**src/hdl/sncl_pkg.sv**
```systemverilog
// ----------------------------------------------------------------------------
// sncl_pkg
// Shared types, constants and helpers of the strip cluster finder.
// ----------------------------------------------------------------------------
package sncl_pkg;

  localparam int CHANNELS_DEF = 128;
  localparam int MAX_OUT      = 64;

  localparam logic [9:0] SEED_CUT_RST      = 10'd48;
  localparam logic [9:0] NEIGHBOUR_CUT_RST = 10'd32;
  localparam logic       POLARITY_RST      = 1'b1;

  localparam logic signed [15:0] ETA_POS_SAT = 16'sh7FFF;
  localparam logic signed [15:0] ETA_NEG_SAT = 16'sh8000;
  localparam logic signed [15:0] ETA_NONE    = -16'sd16384;

  localparam logic signed [31:0] CHARGE_MAX = 32'sd4194303;
  localparam logic signed [31:0] CHARGE_MIN = -32'sd4194304;

  // Quotient width of the eta division: |numerator| * 2^14 stays below 2^30.
  localparam int DIV_NW = 30;
  localparam int DIV_DW = 17;

  typedef enum logic [1:0] {
    REG_SEED_CUT      = 2'd0,
    REG_NEIGHBOUR_CUT = 2'd1,
    REG_POLARITY      = 2'd2
  } reg_idx_t;

  typedef enum logic [4:0] {
    ST_LOAD,
    ST_CL_RD,
    ST_CL_MUL,
    ST_CL_TEST,
    ST_SO_CHK,
    ST_SO_PREV,
    ST_SO_MUL,
    ST_SO_CMP,
    ST_SO_INS,
    ST_GR_NEXT,
    ST_GR_SEED,
    ST_GR_CHK,
    ST_GL_RD,
    ST_GL_CHK,
    ST_GRR_RD,
    ST_GRR_CHK,
    ST_GR_END,
    ST_ET_LRD,
    ST_ET_LGET,
    ST_ET_RRD,
    ST_ET_RGET,
    ST_ET_SEL,
    ST_ET_DIV,
    ST_ET_FIN,
    ST_EMIT,
    ST_FLUSH
  } state_t;

  typedef struct packed {
    state_t op;
    logic   accept_en;
  } cmd_t;

  typedef struct packed {
    logic frame_end;
    logic chan_last;
    logic seed_hit;
    logic j_zero;
    logic higher;
    logic seeds_done;
    logic seed_free;
    logic left_edge;
    logic right_edge;
    logic nb_stop;
    logic rejected;
    logic div_skip;
    logic div_done;
    logic emit_wait;
    logic out_last_slot;
    logic out_free;
  } sts_t;

  // Polarity-corrected signal; negating -32768 needs the 17th bit.
  function automatic logic signed [16:0] corr(input logic signed [15:0] s,
                                              input logic neg);
    logic signed [16:0] sx;
    sx = 17'(s);
    return neg ? -sx : sx;
  endfunction

endpackage

```
**src/hdl/sncl_ctrl.sv**
```systemverilog
// ----------------------------------------------------------------------------
// sncl_ctrl
// Sequencer for loading, classification, seed ordering, growth, eta and output.
// ----------------------------------------------------------------------------
module sncl_ctrl (
  input  logic           clk,
  input  logic           rst,
  input  sncl_pkg::sts_t sts,
  output sncl_pkg::cmd_t cmd
);
  import sncl_pkg::*;

  state_t state, state_next;

  always_ff @(posedge clk) begin
    if (rst) begin
      state <= ST_LOAD;
    end else begin
      state <= state_next;
    end
  end

  always_comb begin
    state_next = state;
    case (state)
      ST_LOAD:    if (sts.frame_end) state_next = ST_CL_RD;
      ST_CL_RD:   state_next = ST_CL_MUL;
      ST_CL_MUL:  state_next = ST_CL_TEST;
      ST_CL_TEST: begin
        if (sts.seed_hit) begin
          state_next = ST_SO_CHK;
        end else begin
          state_next = sts.chan_last ? ST_GR_NEXT : ST_CL_RD;
        end
      end
      ST_SO_CHK:  state_next = sts.j_zero ? ST_SO_INS : ST_SO_PREV;
      ST_SO_PREV: state_next = ST_SO_MUL;
      ST_SO_MUL:  state_next = ST_SO_CMP;
      ST_SO_CMP:  state_next = sts.higher ? ST_SO_CHK : ST_SO_INS;
      ST_SO_INS:  state_next = sts.chan_last ? ST_GR_NEXT : ST_CL_RD;
      ST_GR_NEXT: state_next = sts.seeds_done ? ST_FLUSH : ST_GR_SEED;
      ST_GR_SEED: state_next = ST_GR_CHK;
      ST_GR_CHK:  state_next = sts.seed_free ? ST_GL_RD : ST_GR_NEXT;
      ST_GL_RD:   state_next = sts.left_edge ? ST_GRR_RD : ST_GL_CHK;
      ST_GL_CHK:  state_next = sts.nb_stop ? ST_GRR_RD : ST_GL_RD;
      ST_GRR_RD:  state_next = sts.right_edge ? ST_GR_END : ST_GRR_CHK;
      ST_GRR_CHK: state_next = sts.nb_stop ? ST_GR_END : ST_GRR_RD;
      ST_GR_END:  state_next = sts.rejected ? ST_GR_NEXT : ST_ET_LRD;
      ST_ET_LRD:  state_next = ST_ET_LGET;
      ST_ET_LGET: state_next = ST_ET_RRD;
      ST_ET_RRD:  state_next = ST_ET_RGET;
      ST_ET_RGET: state_next = ST_ET_SEL;
      ST_ET_SEL:  state_next = sts.div_skip ? ST_EMIT : ST_ET_DIV;
      ST_ET_DIV:  if (sts.div_done) state_next = ST_ET_FIN;
      ST_ET_FIN:  state_next = ST_EMIT;
      ST_EMIT: begin
        if (!sts.emit_wait) begin
          state_next = sts.out_last_slot ? ST_FLUSH : ST_GR_NEXT;
        end
      end
      ST_FLUSH:   if (sts.out_free) state_next = ST_LOAD;
      default:    state_next = ST_LOAD;
    endcase
  end

  always_comb begin
    cmd.op        = state;
    cmd.accept_en = (state == ST_LOAD);
  end

endmodule

```
**config.mk**
```make
export PLATFORM = sky130hd
export DESIGN_NAME = sncl_ctrl
export DESIGN_NICKNAME = d
export VERILOG_FILES = /design/src/hdl/sncl_pkg.sv /design/src/hdl/sncl_ctrl.sv
export SDC_FILE = /design/constraint.sdc
export NUM_CORES = 1
export LEC_CHECK = 0
export BUFFER_PORTS_ARGS = -buffer_cell sky130_fd_sc_hd__buf_2
export CAP_MARGIN = 20
export CELL_PAD_IN_SITES_DETAIL_PLACEMENT = 2
export CELL_PAD_IN_SITES_GLOBAL_PLACEMENT = 2
export CORE_MARGIN = 10
export CORE_UTILIZATION = 23
export CTS_CLUSTER_SIZE = 8
export DETAILED_ROUTE_END_ITERATION = 10
export HOLD_SLACK_MARGIN = 0.06
export MAX_ROUTING_LAYER = met4
export PLACE_DENSITY_LB_ADDON = 0.05
export REMOVE_ABC_BUFFERS = 1
export SYNTH_ARGS = -nofsm -noshare
export SYNTH_HDL_FRONTEND = slang
export SYNTH_SLANG_ARGS = --single-unit
```
**constraint.sdc**
```tcl
create_clock -name clk -period 1.35 [get_ports clk]
set_input_delay 0.405 -clock clk [delete_from_list [all_inputs] [get_ports clk]]
set_output_delay 0.405 -clock clk [all_outputs]
set_load 0.01 [all_outputs]
```
==> impl_results.rst <==
.. list-table::
   :header-rows: 1

   * - Metric
     - Value
   * - Run status
     - finished with violations
   * - Violated checks
     - setup timing
   * - Clk pin slew, worst setup/hold paths
     - around 70 ps
   * - Netlist area before placement
     - between 700 and 800 um2
   * - Non-Filler Instances
     - 232
   * - Final Power
     - 2.72 mW
   * - Cts bufs inserted
     - 3
   * - Number of synthesis warnings
     - 0
   * - Wire length reported by the detailed router
     - approximately 6.4 mm
   * - Number of max-slew violations in the final report
     - 0
   * - Number of H-tree levels
     - 1
   * - Achievable clock frequency
     - around 0.56 GHz
   * - Count of hold-fix buffers inserted at cts
     - 0
   * - Final GP Congestion
     - between 0.9 and 1
   * - Unique cell type count in the Yosys netlist
     - 42
   * - Critical-path maximum fanout
     - 9
   * - Drt via density
     - around 5.6
   * - Most common cell in the synthesized netlist
     - nand2_1
   * - Grt ovf
     - 0
   * - Startpoint type of the worst setup path
     - flop
   * - Worst IR drop on VDD
     - ~670 uV
   * - Filler Cell Count
     - ~350
   * - Area growth from synthesis to layout
     - 112%
   * - Largest area contributor in the synthesized netlist
     - dfxtp_1
   * - Total half-perimeter wirelength after legalization and detailed placement
     - 3.65 mm
   * - Port-buffer cells
     - 23
   * - Critical path endpoint category
     - flop
   * - Number of clock sinks
     - 5
   * - Min Tclk post-route
     - ~1800 ps
   * - Number of instances in the synthesized netlist
     - 110
   * - CP Capture Point
     - state[3]$_SDFFE_PP0P_
   * - Cell total after placement
     - approximately 220
   * - CP Data Required Time
     - ~1500 ps
   * - Routed via count
     - 1,308
   * - DRC violation total after the first TritonRoute iteration
     - 80
   * - Hold/Removal Path Class
     - in -> reg
   * - Area share of the largest cell type after synthesis
     - around 13%
   * - Flip-flop and latch count after synthesis
     - 5
   * - Clock tree from TritonCTS
     - done
   * - Startpoint of the worst setup timing path
     - state[4]$_SDFFE_PP0P_
   * - Setup-failing EPs final
     - 9
   * - Pin count of the biggest net entering global routing
     - 10
   * - Critical R2R Capture
     - state[3]$_SDFFE_PP0P_
   * - Ratio of cells with drive above 1 in the final layout
     - 63.1%
   * - Transition at the pin with the smallest max-transition slack
     - ~350 ps
   * - Proportion of register bits with asynchronous set or reset after synthesis
     - 0%
   * - Global-route wire length before repair
     - 9.26 mm
   * - CORE AREA
     - roughly 0.0031 mm2
   * - DRT Pass-1 Iters
     - 4
   * - Initial antenna violation count
     - 1
   * - Most common flop cell mapped by yosys
     - dfxtp_1
   * - Post-route worst hold slack
     - between 400 and 500 ps
   * - Post-synth EDFFs
     - 0
   * - Period Utilization, post-route
     - 132%
   * - Leakage power figure
     - 0.689 nW
   * - CTS Root Cell
     - clkbuf_4
   * - FF-to-FF Start
     - state[4]$_SDFFE_PP0P_
   * - Skew-Pair Late Insertion Delay
     - 270 ps
   * - RSZ-0062 raised after global routing
     - yes
   * - Data arrival, critical path
     - about 1900 ps
   * - # rows
     - 20
   * - Leading registers by flop count
     - state: 5 flops
   * - Number of remaining DRC errors
     - 0
   * - Path type of the worst setup path
     - reg -> reg
   * - R2R cell count
     - 6
   * - Flop-to-flop setup slack
     - -430 ps
   * - PnR worst setup slack
     - -433 ps
   * - Max capacitance violation total
     - 0
   * - Total routing usage reported by global routing
     - between 20 and 25%
   * - Number of flip-flops under the largest register name
     - 5
   * - Cell types occupying the most area after synthesis
     - dfxtp_1 13%, nor2b_1 7.5%, a31oi_1 5.0%
   * - Max clock buf depth
     - 2
   * - Mean post-synth cell area
     - approximately 6.8 um2
   * - Antenna Violating Nets Remaining
     - 0
   * - Vias in the first global route
     - 1,521
   * - Vertical die dimension
     - 77.0 um
   * - # nets final
     - roughly 210
   * - Part of the Yosys area used for sequential elements
     - between 10% and 20%
   * - Worst clock skew
     - 17.9 ps
   * - Top reg by flops
     - state
   * - Number of I/O pins
     - 24
   * - Wirelength per Cell
     - between 20 and 30 um
   * - Die extent in x
     - 77.0 um
   * - Final hold viol count
     - 0
   * - Top post-synthesis cells by count
     - 10 x nand2_1, 9 x nor2_1, 9 x nor2b_1
   * - Slew headroom
     - approximately three quarters
   * - Power per cell area
     - 1720 mW/mm2
   * - Die ar.
     - about 0.0059 mm2
   * - Initial core utilization
     - ~24%
==> stage by stage <==
step	cell area (um2)	setup slack, ps	util (%)	setup TNS [ps]
final	1590	-433	51.5	-2140
after global routing	1590	-461	51.5	-2550
after CTS	1480	-362	48.2	-1640
after detailed placement	1260	-388	40.9	-1880
after global placement	1260	-306	40.9	-1440
after floorplan	702	-509	-	-2100
==> cell families (layout without fill, tap and decap cells) <==
| group | count (synthesis) | in the layout | share of synthesized area (%) |
|---|---|---|---|
| other | 0 | 1 | 0 |
| AO/OA/AOI/OAI | 46 | 46 | 44.6 |
| flip-flops | 5 | 5 | 13.4 |
| buffers and inverters | 13 | 90 | 8.19 |
| multiplexers | 1 | 1 | 1.34 |
| AND/OR/NAND/NOR | 45 | 45 | 32.4 |
==> routing by layer <==
layer	wire length [um]	up-vias	GRT usage (%)
li1	-	577	-
met1	2690	642	21.7
met2	3110	64	35.2
met3	237	25	3.96
met4	327	0	10.6
met5	0	-	-
==> critical path: stages, from the launching register on <==
cell	delay, ps
dfxtp_4	350
buf_6	140
nand3b_1	180
or3_4	410
o31ai_4	110
a311oi_2	120
a311oi_2	360
==> worst min-delay path by stage <==
stage / from / end / slack (ps) / cells past startpoint
3_3_place_gp: state[4]$_SDFFE_PP0P_ / state[4]$_SDFFE_PP0P_ / 640 / 3
6_report: rst / state[1]$_SDFFE_PP0P_ / 440 / 2
3_5_place_dp: state[4]$_SDFFE_PP0P_ / state[4]$_SDFFE_PP0P_ / 640 / 3
2_1_floorplan: rst / state[3]$_SDFFE_PP0P_ / 470 / 1
5_1_grt: rst / state[1]$_SDFFE_PP0P_ / 440 / 2
4_1_cts: rst / state[4]$_SDFFE_PP0P_ / 440 / 2
==> layout make-up <==
type                            instances  area, um2  share of cell area [%]
Multi-Input combinational cell         92        731                    46.1
Timing Repair Buffer                   82        641                    40.4
Antenna cell                            1       2.50                   0.158
Tap cell                               44       55.1                    3.47
Clock buffer                            4       26.3                    1.66
Inverter                                4       15.0                   0.946
Sequential cell                         5        116                    7.33
==> cell usage in the layout (no fill, tap or decap), types with 3 or more instances in the layout <==
cell type / Yosys / routed
nor2_2: 0 / 3
inv_1: 4 / 4
clkbuf_4: 0 / 3
nand2_1: 10 / 9
nand2b_1: 3 / 3
dfxtp_4: 0 / 4
nor2b_1: 9 / 6
buf_6: 0 / 14
o22ai_1: 5 / 3
buf_2: 7 / 19
a21oi_1: 7 / 6
buf_4: 1 / 47
a31oi_1: 6 / 4
nor2_1: 9 / 5
==> power by group <==
part | switching, mW | total, mW | internal (mW)
sequential | 0.0753 | 0.279 | 0.204
combinational | 1.08 | 2.23 | 1.15
clock | 0.0954 | 0.209 | 0.114
total | 1.25 | 2.72 | 1.47
==> repair_timing <==
action                                  4_1_cts  5_1_grt
endpoints found under the setup margin        9       10
pin swaps                                     7        7
resized for setup                            34       21
setup buffers                                 9        0
No activity file was read; power rests on OpenSTA's default activity.
